[src/design/mat_pkg.sv]
// Shared types, codes and constants for the multi-alarm tick timer.
`timescale 1ns / 1ps
`default_nettype none
package mat_pkg;

  localparam int SLOT_CAP           = 4;
  localparam int SLOT_W             = 2;
  localparam int DESC_W             = 36;
  localparam int CNT_W              = 16;
  localparam int ID_W               = 8;
  localparam int TASK_W             = 8;
  localparam int DEF_NUM_ALARMS     = 4;
  localparam int DEF_TICK_PERIOD_MS = 1;

  localparam logic [1:0] CMD_TICK  = 2'd0;
  localparam logic [1:0] CMD_START = 2'd1;
  localparam logic [1:0] CMD_STOP  = 2'd2;

  localparam logic [1:0] ACT_TASK     = 2'd0;
  localparam logic [1:0] ACT_CALLBACK = 2'd1;

  localparam logic [2:0] KIND_TASK       = 3'd0;
  localparam logic [2:0] KIND_CALLBACK   = 3'd1;
  localparam logic [2:0] KIND_MISSING_CB = 3'd2;
  localparam logic [2:0] KIND_NO_ACTION  = 3'd3;
  localparam logic [2:0] KIND_DONE       = 3'd4;

  localparam logic [1:0] STAT_OK         = 2'd0;
  localparam logic [1:0] STAT_UNKNOWN_ID = 2'd1;
  localparam logic [1:0] STAT_WRONG_TRAN = 2'd2;
  localparam logic [1:0] STAT_MISSING_CB = 2'd3;

  // Descriptor layout, msb first.
  typedef struct packed {
    logic              cb_present;
    logic [TASK_W-1:0] task_id;
    logic [1:0]        action;
    logic              oneshot;
    logic [CNT_W-1:0]  timeout_ms;
    logic [ID_W-1:0]   id;
  } desc_t;

  // One result word.
  typedef struct packed {
    logic [2:0]        kind;
    logic [SLOT_W-1:0] slot;
    logic [TASK_W-1:0] task_id;
    logic [1:0]        status;
    logic              last;
  } res_t;

  typedef enum logic [2:0] {
    ST_IDLE,
    ST_LOAD,
    ST_EVAL,
    ST_SCAN,
    ST_CLOSE
  } state_t;

endpackage
`default_nettype wire

[src/design/mat_eval.sv]
// Shared slot evaluation unit: registered (count+2)*period product and fire compare.
`timescale 1ns / 1ps
`default_nettype none
module mat_eval #(
  parameter int TICK_PERIOD_MS = mat_pkg::DEF_TICK_PERIOD_MS
) (
  input  wire logic                       clk,
  input  wire logic                       load,
  input  wire logic [mat_pkg::CNT_W-1:0]  count,
  input  wire logic [mat_pkg::SLOT_W-1:0] slot,
  input  wire mat_pkg::desc_t             desc,
  output logic [mat_pkg::CNT_W-1:0]       count_inc,
  output logic                            fire,
  output mat_pkg::res_t                   res
);

  localparam int PER_W  = $clog2(TICK_PERIOD_MS + 1);
  localparam int PROD_W = mat_pkg::CNT_W + 1 + PER_W;

  logic [PROD_W-1:0]       prod;
  logic [mat_pkg::CNT_W:0] inc_plus1;

  // count+1 >= floor(t/P)  <=>  (count+2)*P > t
  assign inc_plus1 = {1'b0, count} + (mat_pkg::CNT_W+1)'(2);

  always_ff @(posedge clk) begin
    if (load) begin
      count_inc <= count + mat_pkg::CNT_W'(1);
      prod      <= PROD_W'(inc_plus1) * PROD_W'(TICK_PERIOD_MS);
    end
  end

  // A stored count is always below a threshold of at most 0xFFFF, so it never
  // holds all ones and count+1 never wraps.
  assign fire = prod > PROD_W'(desc.timeout_ms);

  always_comb begin
    res      = '0;
    res.slot = slot;
    res.last = 1'b0;
    unique case (desc.action)
      mat_pkg::ACT_TASK: begin
        res.kind    = mat_pkg::KIND_TASK;
        res.task_id = desc.task_id;
        res.status  = mat_pkg::STAT_OK;
      end
      mat_pkg::ACT_CALLBACK: begin
        if (desc.cb_present) begin
          res.kind   = mat_pkg::KIND_CALLBACK;
          res.status = mat_pkg::STAT_OK;
        end else begin
          res.kind   = mat_pkg::KIND_MISSING_CB;
          res.status = mat_pkg::STAT_MISSING_CB;
        end
      end
      default: begin
        res.kind   = mat_pkg::KIND_NO_ACTION;
        res.status = mat_pkg::STAT_OK;
      end
    endcase
  end

endmodule
`default_nettype wire

[src/design/multi_alarm_tick_timer.sv]
// Top level of the multi-alarm tick timer: slot state, sequencer and result port.
`timescale 1ns / 1ps
`default_nettype none
// A bank of NUM_ALARMS alarm slots, each described by a 36-bit descriptor
// register (id, timeout in ms, one-shot, action, task, callback present).
// A command word is taken when start is high and busy is low. A tick walks
// the slots one at a time through a single shared unit that multiplies the
// slot's counter plus two by TICK_PERIOD_MS and compares it with the
// timeout: an idle slot takes only the load state, an active slot the load
// state (product register) and then the eval state (compare and writeback),
// and a closing state follows; busy stays high throughout. Start and stop
// scan the ids one slot per cycle and stop at the first match or the last
// slot; an unused command code goes straight to the closing state. Every
// result word is shown on the output ports for exactly one cycle with valid
// high, in the cycle after the step that made it; the receiver has no way
// to stall it, so it must take each word as it comes. The final word of a
// command has last set. Descriptor writes are meant for idle periods only.
module multi_alarm_tick_timer #(
  parameter int NUM_ALARMS     = mat_pkg::DEF_NUM_ALARMS,
  parameter int TICK_PERIOD_MS = mat_pkg::DEF_TICK_PERIOD_MS
) (
  input  wire logic                        clk,
  input  wire logic                        rst,
  input  wire logic                        start,
  output logic                             busy,
  input  wire logic [1:0]                  command,
  input  wire logic [mat_pkg::ID_W-1:0]    alarm_id,
  input  wire logic                        cfg_write,
  input  wire logic [mat_pkg::SLOT_W-1:0]  cfg_index,
  input  wire logic [mat_pkg::DESC_W-1:0]  cfg_data,
  output logic                             valid,
  output logic [2:0]                       event_kind,
  output logic [mat_pkg::SLOT_W-1:0]       slot_index,
  output logic [mat_pkg::TASK_W-1:0]       task_number,
  output logic [1:0]                       status,
  output logic                             last
);

  localparam logic [mat_pkg::SLOT_W-1:0] LAST_SLOT = mat_pkg::SLOT_W'(NUM_ALARMS - 1);

  mat_pkg::state_t state, state_next;
  logic [mat_pkg::SLOT_W-1:0] slot, slot_next;
  logic [1:0]                 cmd;
  logic [mat_pkg::ID_W-1:0]   id;

  mat_pkg::desc_t             desc   [mat_pkg::SLOT_CAP];
  logic                       active [mat_pkg::SLOT_CAP];
  logic [mat_pkg::CNT_W-1:0]  counter[mat_pkg::SLOT_CAP];

  mat_pkg::desc_t             cur_desc;
  logic                       cur_active;
  logic                       at_last;
  logic                       id_match;
  logic                       accept;

  // shared unit
  logic                       unit_load;
  logic [mat_pkg::CNT_W-1:0]  count_inc;
  logic                       fire;
  mat_pkg::res_t              fire_res;

  // sequencer outputs
  logic                       emit;
  mat_pkg::res_t              emit_res;
  logic                       cnt_we;
  logic [mat_pkg::CNT_W-1:0]  cnt_wdata;
  logic                       act_we;
  logic                       act_wdata;

  assign cur_desc   = desc[slot];
  assign cur_active = active[slot];
  assign at_last    = slot == LAST_SLOT;
  assign id_match   = cur_desc.id == id;
  assign busy       = state != mat_pkg::ST_IDLE;
  assign accept     = start && !busy;

  mat_eval #(
    .TICK_PERIOD_MS(TICK_PERIOD_MS)
  ) u_eval (
    .clk      (clk),
    .load     (unit_load),
    .count    (counter[slot]),
    .slot     (slot),
    .desc     (cur_desc),
    .count_inc(count_inc),
    .fire     (fire),
    .res      (fire_res)
  );

  // next state and slot pointer
  always_comb begin
    state_next = state;
    slot_next  = slot;
    unique case (state)
      mat_pkg::ST_IDLE: begin
        if (accept) begin
          slot_next = '0;
          if (command == mat_pkg::CMD_TICK) begin
            state_next = mat_pkg::ST_LOAD;
          end else if (command == mat_pkg::CMD_START || command == mat_pkg::CMD_STOP) begin
            state_next = mat_pkg::ST_SCAN;
          end else begin
            state_next = mat_pkg::ST_CLOSE;
          end
        end
      end
      mat_pkg::ST_LOAD: begin
        if (cur_active) begin
          state_next = mat_pkg::ST_EVAL;
        end else if (at_last) begin
          state_next = mat_pkg::ST_CLOSE;
        end else begin
          slot_next = slot + mat_pkg::SLOT_W'(1);
        end
      end
      mat_pkg::ST_EVAL: begin
        if (at_last) begin
          state_next = mat_pkg::ST_CLOSE;
        end else begin
          state_next = mat_pkg::ST_LOAD;
          slot_next  = slot + mat_pkg::SLOT_W'(1);
        end
      end
      mat_pkg::ST_SCAN: begin
        if (id_match || at_last) begin
          state_next = mat_pkg::ST_IDLE;
        end else begin
          slot_next = slot + mat_pkg::SLOT_W'(1);
        end
      end
      mat_pkg::ST_CLOSE: begin
        state_next = mat_pkg::ST_IDLE;
      end
      default: begin
        state_next = mat_pkg::ST_IDLE;
      end
    endcase
  end

  // datapath controls and result words
  always_comb begin
    unit_load = 1'b0;
    emit      = 1'b0;
    emit_res  = '0;
    cnt_we    = 1'b0;
    cnt_wdata = count_inc;
    act_we    = 1'b0;
    act_wdata = 1'b0;
    unique case (state)
      mat_pkg::ST_LOAD: begin
        unit_load = cur_active;
      end
      mat_pkg::ST_EVAL: begin
        cnt_we = 1'b1;
        if (fire) begin
          cnt_wdata = '0;
          emit      = 1'b1;
          emit_res  = fire_res;
          act_we    = cur_desc.oneshot;
          act_wdata = 1'b0;
        end
      end
      mat_pkg::ST_SCAN: begin
        emit_res.kind = mat_pkg::KIND_DONE;
        emit_res.last = 1'b1;
        if (id_match) begin
          emit          = 1'b1;
          emit_res.slot = slot;
          // start wants an idle slot, stop an active one
          if (cur_active == (cmd == mat_pkg::CMD_STOP)) begin
            emit_res.status = mat_pkg::STAT_OK;
            act_we          = 1'b1;
            act_wdata       = cmd == mat_pkg::CMD_START;
          end else begin
            emit_res.status = mat_pkg::STAT_WRONG_TRAN;
          end
        end else if (at_last) begin
          emit            = 1'b1;
          emit_res.status = mat_pkg::STAT_UNKNOWN_ID;
        end
      end
      mat_pkg::ST_CLOSE: begin
        emit            = 1'b1;
        emit_res.kind   = mat_pkg::KIND_DONE;
        emit_res.status = mat_pkg::STAT_OK;
        emit_res.last   = 1'b1;
      end
      default: begin
      end
    endcase
  end

  always_ff @(posedge clk) begin
    if (rst) begin
      state <= mat_pkg::ST_IDLE;
      slot  <= '0;
      valid <= 1'b0;
    end else begin
      state <= state_next;
      slot  <= slot_next;
      valid <= emit;
    end
  end

  always_ff @(posedge clk) begin
    if (accept) begin
      cmd <= command;
      id  <= alarm_id;
    end
    if (emit) begin
      event_kind  <= emit_res.kind;
      slot_index  <= emit_res.slot;
      task_number <= emit_res.task_id;
      status      <= emit_res.status;
      last        <= emit_res.last;
    end
  end

  // slot state; descriptors reset to zero like the rest
  always_ff @(posedge clk) begin
    if (rst) begin
      for (int i = 0; i < mat_pkg::SLOT_CAP; i++) begin
        desc[i]    <= '0;
        active[i]  <= 1'b0;
        counter[i] <= '0;
      end
    end else begin
      if (cfg_write) begin
        desc[cfg_index] <= mat_pkg::desc_t'(cfg_data);
      end
      if (act_we) begin
        active[slot] <= act_wdata;
      end
      if (cnt_we) begin
        counter[slot] <= cnt_wdata;
      end
    end
  end

endmodule
`default_nettype wire

[config.mk]
export PLATFORM = sky130hd
export DESIGN_NAME = multi_alarm_tick_timer
export DESIGN_NICKNAME = d
export VERILOG_FILES = /design/src/design/mat_pkg.sv /design/src/design/mat_eval.sv /design/src/design/multi_alarm_tick_timer.sv
export SDC_FILE = /design/constraint.sdc
export NUM_CORES = 1
export LEC_CHECK = 0
export BUFFER_PORTS_ARGS = -buffer_cell sky130_fd_sc_hd__buf_2
export CORE_MARGIN = 5
export CORE_UTILIZATION = 60
export CTS_CLUSTER_DIAMETER = 120
export DETAILED_ROUTE_END_ITERATION = 16
export GPL_TIMING_DRIVEN = 0
export PLACE_DENSITY = 0.79
export SLEW_MARGIN = 40
export SYNTH_ARGS = -nofsm -noshare
export SYNTH_HDL_FRONTEND = slang
export SYNTH_HIERARCHICAL = 1
export SYNTH_SLANG_ARGS = --single-unit
[constraint.sdc]
create_clock -name clk -period 10.7 [get_ports clk]
set_clock_uncertainty 0.15 [all_clocks]
set_input_delay 1.07 -clock clk [delete_from_list [all_inputs] [get_ports clk]]
set_output_delay 1.07 -clock clk [all_outputs]
set_load 0.02 [all_outputs]
Word-level counts from Yosys, hierarchy flattened
Memories as Yosys holds them, arrays and structs flattened. A register that Yosys moved wholly into a read port is not among the register bits.
Cells that the tools add are included.
{"block": "totals", "register_bits": 65, "ramBits": 212, "in_bits": 52, "output_inout_bits": 18, "n_memories": 3}
{"memory": "desc", "depth": 4, "word_bits": 36, "rd": 1, "rd_ports_with_merged_regs": 1, "wr": 4, "line_no": "multi_alarm_tick_timer.sv:46", "text": "mat_pkg::desc_t desc [mat_pkg::SLOT_CAP];"}
{"memory": "counter", "depth": 4, "word_bits": 16, "rd": 1, "rd_ports_with_merged_regs": 1, "wr": 4, "line_no": "multi_alarm_tick_timer.sv:48", "text": "logic [mat_pkg::CNT_W-1:0] counter[mat_pkg::SLOT_CAP];"}
{"memory": "active", "depth": 4, "word_bits": 1, "rd": 1, "rd_ports_with_merged_regs": 1, "wr": 4, "line_no": "multi_alarm_tick_timer.sv:47", "text": "logic active [mat_pkg::SLOT_CAP];"}
{"block": "op_classes", "n_addsub": 3, "n_lt_le_gt_ge": 1, "eq_ne": 17, "n_mux": 67, "reduce_logical": 16}
{"operator": "$mux 16", "n": 4}
{"operator": "$mux 2", "n": 19}
{"operator": "$mux 36", "n": 1}
{"operator": "$reduce_or 36->1", "n": 1}
{"operator": "$mux 1", "n": 27}
{"operator": "$mux 3", "n": 7}
{"operator": "$add 16x2->17 const B", "n": 1}
{"operator": "$gt 17x16->1", "n": 1}
{"operator": "$add 16x1->16 const B", "n": 1}
{"operator": "$reduce_or 16->1", "n": 1}
{"operator": "$pmux 3 s2", "n": 2}
{"operator": "$pmux 3 s4", "n": 1}
{"operator": "$pmux 3 s3", "n": 1}
{"operator": "$eq 8x8->1", "n": 1}
{"operator": "$mux 8", "n": 1}
{"operator": "$ne 2x2->1 const B", "n": 4}
{"operator": "$pmux 2 s4", "n": 1}
{"operator": "$eq 2x1->1 const B", "n": 3}
{"operator": "$eq 2x2->1 const B", "n": 3}
{"operator": "$eq 3x2->1 const B", "n": 2}
{"operator": "$reduce_and 3->1", "n": 2}
{"operator": "$logic_not 2->1", "n": 2}
{"operator": "$pmux 2 s2", "n": 1}
{"operator": "$reduce_and 4->1", "n": 1}
{"operator": "15 further kinds", "n": 16}

Depth between registers and ports, before layout
Gate-level depths: netlist of run 1.
{"block": "logic_depth", "ltp_word": 10, "mapped_depth": 13, "ltp_nobuf": 10}

By module
Netlist of run 1, hierarchy kept.
{"mod": "multi_alarm_tick_timer", "instances": 1, "cells_per_inst": 692, "area_per_inst_um2": 10796.6}
{"mod": "mat_eval", "instances": 1, "cells_per_inst": 182, "area_per_inst_um2": 1994.4}

Worst setup path before layout of run 1
No wires, ideal clock.
{"block": "synth_path", "kind": "reg2reg", "start": "reg (tool-made name)", "end": "reg event_kind[0] (enable)", "arrival_ps": 3037, "required_time_ps": 10175, "setup_slack_ps": 7137, "stages_incl_launch_ff": 14, "n_path_buf": 4, "period_less_slack_ps": 3563, "cell_sequence": "dfxtp_1 > buf_6 > buf_12 > buf_2 > mux4_2 > inv_1 > ha_1 > nand4b_1 > nor3_1 > o21ai_0 > a31oi_1 > clkbuf_1 > nand2_1 > nand3_1"}
{"item": "end signal, assigned", "line_no": "multi_alarm_tick_timer.sv:211", "text": "event_kind <= emit_res.kind;"}
{"item": "end, declared", "line_no": "multi_alarm_tick_timer.sv:32", "text": "output logic [2:0] event_kind,"}

==> results of run 1 <==
-- sequential cells by signal, summed over array words and instances, names as in the netlist, 3 cells and up, named ones only --
register,flops
event_kind,3
u_eval/count_inc,16
desc,144
task_number,8
u_eval/prod,17
id,8
active,4
state,3
counter,64
-- how the worst max path moves through the flow --
stage,startpoint,endpoint
6_report,flip-flop,slot_index[0]$_DFFE_PP_
5_1_grt,flip-flop,slot_index[0]$_DFFE_PP_
4_1_cts,flip-flop,slot_index[0]$_DFFE_PP_
3_5_place_dp,flip-flop,event_kind[1]$_DFFE_PP_
3_3_place_gp,flip-flop,event_kind[1]$_DFFE_PP_
2_1_floorplan,flip-flop,event_kind[0]$_DFFE_PP_
-- synth_stat cells (4+ instances only) --
cell	count	area (sq um)
nor3_1	7	35.0
inv_1	26	97.6
nand3_1	7	35.0
nor2_1	95	357
nand2_1	27	101
mux4_2	51	1150
a21o_1	4	30.0
clkbuf_1	30	113
a21oi_1	13	65.1
o21ai_0	7	35.0
xor2_1	10	87.6
and3_1	14	87.6
and2_1	156	976
edfxtp_1	271	8140
dfxtp_1	8	160
nor3_2	4	40.0
buf_1	4	15.0
xnor2_1	25	219
nand2b_1	31	194
buf_2	7	35.0
buf_4	5	37.5
ha_1	23	288
-- routing by layer --
metal | vias to the layer above | GRT usage | part of all wire
met5 | - | 0 | 0.00086
met4 | 4 | 0.0554 | 0.021
met3 | 52 | 0.0405 | 0.063
met2 | 254 | 0.379 | 0.51
met1 | 3624 | 0.309 | 0.41
li1 | 3389 | - | -
-- power groups by stage --
| stage | Sequential [uW] | Clock, uW | Combinational (uW) |
|---|---|---|---|
| after floorplan | 1440 | 0 | 428 |
| after global placement | 1420 | 0 | 625 |
| after detailed placement | 1430 | 0 | 646 |
| after CTS | 1410 | 971 | 650 |
| after global routing | 1420 | 1020 | 708 |
| final | 1410 | 964 | 646 |
-- cell usage in the layout (no fill, tap or decap), drive strengths merged, types with 5 or more instances in the layout --
cell	count
buf	89
nand2	27
nor2	95
a21oi	13
clkinv	9
dfxtp	8
edfxtp	271
nand4	5
ha	23
xor2	10
and2	156
and3	15
inv	27
clkbuf	72
nand2b	31
nand3	9
o21ai	7
xnor2	26
mux4	53
nor3	11
-- worst max-delay path: cells and delay by family (launching register included) --
family | cells | cell delay [ns]
and+or+nand+nor | 4 | 1.06
DFF | 1 | 0.31
AOI/OAI and AO/OA | 2 | 0.60
buffers and inverters | 5 | 1.75
adders and majority gates | 1 | 0.29
muxes | 1 | 0.36
-- stage by stage --
stage	std cells	hold WS (ns)	worst slack [ns]
floorplan	875	0.378	7.14
global placement	1219	0.447	5.73
detailed placement	1221	0.451	5.81
CTS	1275	0.464	5.74
global route	1276	0.511	5.40
finish	1276	0.474	5.80
-- logic make-up after synthesis --
group / count (synthesis) / share of synthesized area
AND/OR/NAND/NOR: 363 / 0.159
flip-flops: 279 / 0.649
buffers and inverters: 74 / 0.0257
multiplexers: 55 / 0.0955
AO/OA/AOI/OAI: 43 / 0.0230
XOR/XNOR: 36 / 0.0252
adder cells (fa/ha/maj): 23 / 0.0225
other: 1 / 0.000293
-- layout make-up --
type	instances	area, sq um
well taps	275	344
flip-flops and latches	279	8300
multi-input cells	522	4220
fillers	1433	6530
diodes	1	2.50
clock buffers	42	795
plain buffers	48	231
repair buffers	71	400
clock inverters	12	110
inverters	26	97.6
==> summary.txt, run 1 <==
Power
  • Switching share of power: 0.282
  • Clock share of power: 0.320
  • Reg power frac: 0.466
  • Psw: about 850 uW
  • Pwr Density: ~210 mW/mm^2
  • Combinational power share: 0.214
  • Leakage power: around 0.0053 uW
  • Internal power: about 2200 uW
  • Final Total Pwr: approximately 3000 uW
  • Peak supply drop: ~0.14 mV

Logic synthesis
  • Synthesized cell area: approximately 0.013 sq mm
  • Synth unique cells: 53
  • Post-synth ARST share: 0
  • FF+latch count, synth: approximately 280
  • Syn avg cell area: ~15 sq um
  • Ys flop type: edfxtp_1
  • Count of warnings emitted by yosys: 6
  • Post-Synthesis Cells: roughly 900
  • Number of flops mapped to enable cells by yosys: between 200 and 300
  • Post-synthesis sequential area ratio: 0.649

STA
  • Slew of the pin with the lowest slew margin: ~0.81 ns
  • Setup Total Neg Slack: 0 ns
  • Final period util: 0.458
  • Max Transition Viols Final: 0
  • Highest clock rate: between 200 and 250 MHz
  • RSZ-0062 raised after global routing: no
  • Setup violations, final: 0
  • Crit path time final: roughly 4.9 ns
  • Final Hold Fails: 0
  • Max_slew headroom: 0.454

Cells and area
  • Share of cells above drive strength 1: 0.203
  • Final instance area: 0.0145 sq mm
  • Layout Utilization: 0.690
  • Area Overhead vs Synth: 13.3%
  • Fin nets: between 1,000 and 1,500

Clock network
  • Reg clk slew, reported paths: roughly 0.060 ns
  • Clk buf depth: 3
  • Setup Fix Bufs, Post-CTS: 0
  • # resized after CTS: 0
  • Clk_lat worst skew: around 0.55 ns
  • H-tree depth: 1
  • Clock sink total: about 280
  • Total CTS buffers: 29
  • CTS tree: yes
  • Root buf cell: clkbuf_16
  • Hold-fix buffers at CTS: 0

Floorplan
  • Die W: 156 microns
  • Die outline height: between 150 and 200 microns
  • Initial core utilization: 0.608
  • Die ar.: 0.0243 sq mm
  • Rows: 53
  • I/O pin total: 70
  • Core Footprint: 0.0210 sq mm

Min path
  • Worst hold-check path type: flip-flop to flip-flop
  • Hold path start: u_eval/count_inc[5]$_DFFE_PP_
  • Hold path depth: 2
  • Hold endpoint: counter[3][5]$_DFFE_PP_

Setup path
  • Crit path max fanout: 16
  • CP max stage cell: clkbuf_1
  • Worst Path Required: around 11 ns
  • Flop2flop setup slack: 5.80 ns
  • Worst Reg-to-Reg Cells: 13
  • Crit-path cells: buf_2 > buf_2 > clkbuf_1 > mux4_2 > inv_1 > ha_1 > nand4b_1 > nor3_1 > o21ai_0 > a31oi_1 > clkbuf_1 > nand2_1 > nand3_2
  • Startpoint types: flip-flop
  • Slowest stage delay, CP: about 0.56 ns
  • Crit Path Category: flip-flop to flip-flop
  • Critical path endpoint category: flip-flop
  • Reg2reg end: slot_index[0]$_DFFE_PP_
  • CP arrival: 4.92 ns

Place
  • PortBufs: 69
  • Area after DPL: 0.0136 sq mm
  • GPL Wtd Cong: between 0.8 and 0.9
  • Hpwl dp: between 15 and 20 mm

Drt
  • Post-Route WL: between 20 and 30 mm
  • Drt drc: 0
  • Vias/cell: roughly 5.7
  • WL/cell: between 20 and 25 microns
  • Via count: 7,323
  • DRT Pass-1 Iters: 4
  • Iteration-0 DRC Markers: between 500 and 600
  • DRT antenna net count: 0

GRT
  • Vias in the first global route: 7,555
  • Global-route wire length before repair: roughly 42 mm
  • Tot GR Track Use: 0.225
  • Antenna violations before repair: 3
  • Largest net degree at the start of global routing: 37
  • Global route total overflow: 0

Status
  • Outcome: finished clean

Flow run
  • Maxcap violations: 0
(Power assumes the default switching activity.)
==> inputs of run 2 (changes only) <==
- clock period: 10.7 -> 4.9 ns (I/O delays scaled with it)
==> run 2 against run 1 <==
- critical path depth unchanged
- via count increased by 0.41%
- register-to-register slack got worse by 5.4 ns
- sequential share of layout area decreased by 0.32 points
- final cell count increased by 0.63%
- combinational power increased by 120%
- clock power increased by 120%
- fmax increased by 8.5%
- highest routed layer unchanged
==> summary.txt, run 2 (synthesized netlist as in run 1, its figures left out) <==
Status
  • Outcome: finished clean

Place
  • Hpwl dp: 18.0 mm (unchanged)
  • GPL Wtd Cong: 0.823 (unchanged)
  • PortBufs: 69 (unchanged)

Drt
  • Iteration-0 DRC Markers: 564 (-5.5%)
  • Drt drc: 0 (unchanged)
  • Vias/cell: 5.73 (-0.22%)
  • WL/cell: 21.0 microns (+0.18%)
  • DRT antenna net count: 0 (unchanged)
  • DRT Pass-1 Iters: 5 (+1)
  • Post-Route WL: 26.9 mm (+0.81%)
  • Via count: 7,353 (+0.41%)

Floorplan
  • Die ar.: 0.0243 sq mm (unchanged)
  • Initial core utilization: 0.608 (unchanged)
  • I/O pin total: 70 (unchanged)
  • Rows: 53 (unchanged)
  • Die outline height: 156 microns (unchanged)
  • Core Footprint: 0.0210 sq mm (unchanged)
  • Die W: 156 microns (unchanged)

Setup path
  • Most common cell on crit path: buf_2
  • Startpoint types: flip-flop
  • Crit-path cells: buf_2 > buf_2 > buf_1 > mux4_2 > inv_1 > ha_1 > nand4_1 > nor3_1 > nand3b_1 > a31oi_1 > clkbuf_2 > nand2_1 > nand3_2
  • CP max stage cell: buf_1
  • Crit Path Category: flip-flop to flip-flop
  • Worst Reg-to-Reg Cells: 13 (unchanged)
  • CP arrival: 4.54 ns (-0.38 ns)
  • Slowest stage delay, CP: 0.54 ns (-0.02 ns)
  • Critical path endpoint category: flip-flop
  • Crit path max fanout: 16 (unchanged)
  • Worst Path Required: 4.92 ns (-5.80 ns)

GRT
  • Tot GR Track Use: 0.227 (+0.00249)
  • Global-route wire length before repair: 42.5 mm (+0.97%)
  • Global route total overflow: 0 (unchanged)
  • Vias in the first global route: 7,616 (+0.81%)
  • Largest net degree at the start of global routing: 37 (unchanged)
  • Antenna violations before repair: 3 (unchanged)

Cells and area
  • Largest Register: desc
  • Commonest non-fill, non-tap cell in the layout: edfxtp_1
  • Share of cells above drive strength 1: 0.203 (+0.000373)
  • # fillers: 1,425 (-0.56%)
  • Fin nets: 1,060 (+0.76%)
  • Layout Utilization: 0.694 (+0.00393)
  • Flip-flop count of the largest register after layout: 144 (unchanged)
  • Area Overhead vs Synth: 14.0%
  • Top Registers: desc (144), counter (64), u_eval/prod (17)
  • Commonest cells after routing, fill and taps aside: edfxtp_1, and2_1, nor2_1, buf_2, mux4_2

Clock network
  • Clk buf depth: 3 (unchanged)
  • Total CTS buffers: 29 (unchanged)
  • Clock sink total: 279 (unchanged)
  • Reg clk slew, reported paths: 0.06 ns (about the same)
  • CTS tree: yes
  • Clk_lat worst skew: 0.55 ns (about the same)
  • Root buf cell: clkbuf_16
  • Setup Fix Bufs, Post-CTS: 0 (unchanged)
  • H-tree depth: 1 (unchanged)

STA
  • Final period util: 0.921 (+0.464)
  • Crit path time final: 4.51 ns (-0.382 ns)
  • Highest clock rate: 222 MHz (+8.5%)
  • RSZ-0062 raised after global routing: no
  • Setup violations, final: 0 (unchanged)
  • Final Hold Fails: 0 (unchanged)
  • Max_slew headroom: 0.451 (-0.00336)
  • Slew of the pin with the lowest slew margin: 0.824 ns (+0.00948 ns)
  • Max Transition Viols Final: 0 (unchanged)
  • Worst hold slack: 0.0145 ns (-0.460 ns)

Power
  • Switching share of power: 0.281 (about the same)
  • Leakage power: 0.00529 uW (+0.75%)
  • Reg power frac: 0.466 (about the same)
  • Internal power: 4740 uW (+120%)
  • Psw: 1860 uW (+120%)
  • Peak supply drop: 0.312 mV (+120%)
  • Clock share of power: 0.319 (about the same)
  • Combinational power share: 0.215 (about the same)
  • Pwr Density: 452 mW/mm^2 (+120%)

Min path
  • Worst hold-check path type: input port to flip-flop
  • Hold path depth: 1 (-1)

Flow run
  • Maxcap violations: 0 (unchanged)
==> run 2: layout make-up <==
cell class | count | area [sq um] | area share
diodes | 1 | 2.50 | 0.000172
plain buffers | 48 | 234 | 0.0160
clock buffers | 42 | 795 | 0.0545
clock inverters | 12 | 110 | 0.00755
inverters | 26 | 97.6 | 0.00669
multi-input cells | 522 | 4220 | 0.289
flip-flops and latches | 279 | 8300 | 0.569
well taps | 275 | 344 | 0.0236
repair buffers | 79 | 480 | 0.0330
==> run 2: path summary, 6_finish.rpt <==
path	slack (ns)	from	endpoint
setup reg to reg	0.39	flip-flop	slot_index[0]$_DFFE_PP_
setup / recovery	0.39	flip-flop	slot_index[0]$_DFFE_PP_
hold / removal	0.01	command[0]	cmd[0]$_DFFE_PP_
hold reg to reg	0.47	u_eval/count_inc[5]$_DFFE_PP_	counter[3][5]$_DFFE_PP_
==> run 2: per-stage QoR <==
step / std cells / total power [uW] / TNS [ns] / worst slack, ns / cell area (sq um)
floorplan: 875 / 4090 / 0 / 1.34 / 12800
global placement: 1219 / 4470 / -1.16 / -0.0742 / 13500
detailed placement: 1221 / 4530 / 0 / 0.0102 / 13600
CTS: 1283 / 6620 / 0 / 0.137 / 14600
global route: 1284 / 6880 / 0 / 0.0611 / 14600
finish: 1284 / 6590 / 0 / 0.387 / 14600
==> run 2: per-layer routing <==
layer | vias up | track usage | wire [microns] | part of all wire
li1 | 3404 | - | - | -
met1 | 3620 | 0.309 | 10800 | 0.40
met2 | 268 | 0.383 | 13600 | 0.51
met3 | 57 | 0.0441 | 1850 | 0.069
met4 | 4 | 0.0588 | 617 | 0.023
met5 | - | 0 | 23 | 0.00085
==> run 2: what timing repair did <==
item / CTS / global route
hold buffers: 8 / 0
endpoints found under the hold margin: 8 / 0
setup endpoints to repair: 16 / 16
gates resized for setup: 1 / 2
==> run 2: worst max-delay path, delay by kind of cell (launching register included) <==
family                     cells  cell delay (ns)
buffers and inverters          5             1.57
AOI/OAI and AO/OA              1             0.45
muxes                          1             0.32
adders and majority gates      1             0.32
and+or+nand+nor                5             1.00
DFF                            1             0.31
==> run 2: power groups by stage <==
stage	Combinational (uW)	Clock (uW)	Sequential (uW)
5_1_grt	1550	2230	3100
4_1_cts	1420	2120	3080
3_5_place_dp	1410	0	3120
2_1_floorplan	935	0	3150
6_report	1420	2100	3070
3_3_place_gp	1360	0	3110
==> inputs of run 3 (changes only) <==
==> constraint.sdc (replaced) <==
create_clock -name clk -period 4.9 [get_ports clk]
set_clock_uncertainty 0.15 [all_clocks]
set_input_delay 0.735 -clock clk [delete_from_list [all_inputs] [get_ports clk]]
set_output_delay 0.735 -clock clk [all_outputs]
set_load 0.02 [all_outputs]
==> run 3 against run 2 <==
- setup slack gained 0.12 ns
- sequential share of layout area grew 0.31 points
- first-iteration DRC count is 5.1% higher
- routed wire length decreased by 0.96%
- fmax up 2.8%
- register-to-register slack gained 0.12 ns
- non-clock buffer count down 8
- flip-flop and latch count unchanged
- via count shrank 0.52%
- critical path depth stayed put
==> summary.txt, run 3 (synthesized netlist as in run 1, its figures left out) <==
Status
  • Outcome: finished clean

Clock network
  • H-tree depth: 1 (unchanged)
  • Root buf cell: clkbuf_16
  • Clk buf depth: 3 (unchanged)
  • Reg clk slew, reported paths: 0.06 ns (about the same)
  • Hold-fix buffers at CTS: 0 (-8)
  • Clk_lat worst skew: 0.55 ns (about the same)
  • CTS tree: yes
  • Total CTS buffers: 29 (unchanged)
  • Clock sink total: 279 (unchanged)

Setup path
  • Critical path's top delay family: buffers and inverters
  • Worst Path Required: 4.92 ns (about the same)
  • Crit path max fanout: 16 (unchanged)
  • CP arrival: 4.41 ns (-0.13 ns)
  • Crit Path Category: flip-flop to flip-flop
  • Crit-path cells: buf_2 > buf_2 > clkbuf_2 > mux4_2 > inv_1 > ha_1 > nand4b_1 > nor3_1 > o21ai_0 > a31oi_1 > clkbuf_2 > nand2_1 > nand3_2
  • Startpoint types: flip-flop
  • Critical path endpoint category: flip-flop
  • Worst Path Buf+Inv: 5 (unchanged)
  • CP max stage cell: a31oi_1
  • Slowest stage delay, CP: 0.43 ns (-0.11 ns)

Floorplan
  • Die outline height: 156 microns (unchanged)
  • Die W: 156 microns (unchanged)
  • Core Footprint: 0.0210 sq mm (unchanged)
  • Rows: 53 (unchanged)
  • Initial core utilization: 0.608 (unchanged)
  • I/O pin total: 70 (unchanged)
  • Die ar.: 0.0243 sq mm (unchanged)

Place
  • GPL Wtd Cong: 0.823 (unchanged)
  • Placed Cells: 1,221 (unchanged)
  • PortBufs: 69 (unchanged)
  • Hpwl dp: 18.0 mm (unchanged)
  • Pre-CTS setup slack: 0.0102 ns (unchanged)

Power
  • Final Total Pwr: 6590 uW (-0.14%)
  • Leakage power: 0.00526 uW (-0.57%)
  • Pwr Density: 454 mW/mm^2 (+0.41%)
  • Peak supply drop: 0.313 mV (+0.22%)

Drt
  • DRT Pass-1 Iters: 5 (unchanged)
  • Iteration-0 DRC Markers: 593 (+5.1%)
  • Post-Route WL: 26.7 mm (-0.96%)
  • Via count: 7,315 (-0.52%)
  • WL/cell: 20.9 microns (-0.34%)
  • Vias/cell: 5.73 (+0.11%)
  • Drt drc: 0 (unchanged)
  • DRT antenna net count: 0 (unchanged)

Flow run
  • Maxcap violations: 0 (unchanged)

GRT
  • Tot GR Track Use: 0.225 (-0.00249)
  • Antenna violations before repair: 3 (unchanged)
  • Vias in the first global route: 7,555 (-0.80%)
  • Global-route wire length before repair: 42.1 mm (-0.96%)
  • Global route total overflow: 0 (unchanged)
  • Largest net degree at the start of global routing: 37 (unchanged)

STA
  • Final Hold Fails: 0 (unchanged)
  • Crit path time final: 4.39 ns (-0.124 ns)
  • Setup Total Neg Slack: 0 ns (unchanged)
  • Slew of the pin with the lowest slew margin: 0.822 ns (-0.00184 ns)
  • Final period util: 0.896 (-0.0253)
  • Setup violations, final: 0 (unchanged)
  • Max_slew headroom: 0.449 (-0.00176)
  • Final worst setup slack: 0.511 ns (+0.124 ns)
  • RSZ-0062 raised after global routing: no
  • Max Transition Viols Final: 0 (unchanged)
  • Highest clock rate: 228 MHz (+2.8%)

Cells and area
  • Multi-input gate area: 0.00422 sq mm (unchanged)
  • Register area: 0.00830 sq mm (unchanged)
  • Fin nets: 1,052 (-0.75%)
  • Commonest non-fill, non-tap cell in the layout: edfxtp_1
  • Area Overhead vs Synth: 13.4%
  • Largest Register: desc
  • # fillers: 1,434 (+0.63%)
  • Commonest cells after routing, fill and taps aside: edfxtp_1, and2_1, nor2_1, buf_2, mux4_2
  • Top Registers: desc (144), counter (64), u_eval/prod (17)
  • Final Non-Filler Cells: 1,276 (-0.62%)
  • Flip-flop count of the largest register after layout: 144 (unchanged)
  • Share of cells above drive strength 1: 0.206 (+0.00263)

Min path
  • Worst hold-check path type: input port to flip-flop
  • Hold path start: alarm_id[2]
-- run 3: per-stage QoR --
step	utilization	hold slack (ns)	instance area, sq um
floorplan	-	0.378	12800
global placement	0.641	0.447	13500
detailed placement	0.646	0.451	13600
CTS	0.690	0.196	14500
global route	0.690	0.192	14500
finish	0.690	0.210	14500
-- run 3: repair_timing --
| action | CTS | global route |
|---|---|---|
| cloned | 0 | 0 |
| buffers inserted | 0 | 0 |
| pin swaps | 0 | 0 |
| endpoints found under the setup margin | 16 | 16 |
| resized for setup | 1 | 3 |
-- run 3: report_power, final --
group	switching (uW)	internal (uW)
clock network	874	1230
registers	95.4	2980
logic	882	529
total	1850	4730
-- run 3: per-layer routing --
metal  track usage  up-vias  routed length (microns)
li1              -     3386                        -
met1         0.309     3625                    11200
met2         0.379      246                    13400
met3        0.0405       54                     1530
met4        0.0554        4                      575
met5             0        -                       23
-- run 3: final cells by class --
cell class	instances	share of cell area
flip-flops and latches	279	0.572
multi-input cells	522	0.291
clock buffers	42	0.0548
repair buffers	71	0.0276
well taps	275	0.0237
plain buffers	48	0.0162
clock inverters	12	0.00759
inverters	26	0.00673
diodes	1	0.000173
-- run 3: final timing paths --
path / to / slack (ns) / cells past startpoint
max: slot_index[0]$_DFFE_PP_ / 0.51 / 13
min: id[2]$_DFFE_PP_ / 0.21 / 1
min reg2reg: counter[3][2]$_DFFE_PP_ / 0.47 / 2
max reg2reg: slot_index[0]$_DFFE_PP_ / 0.51 / 13
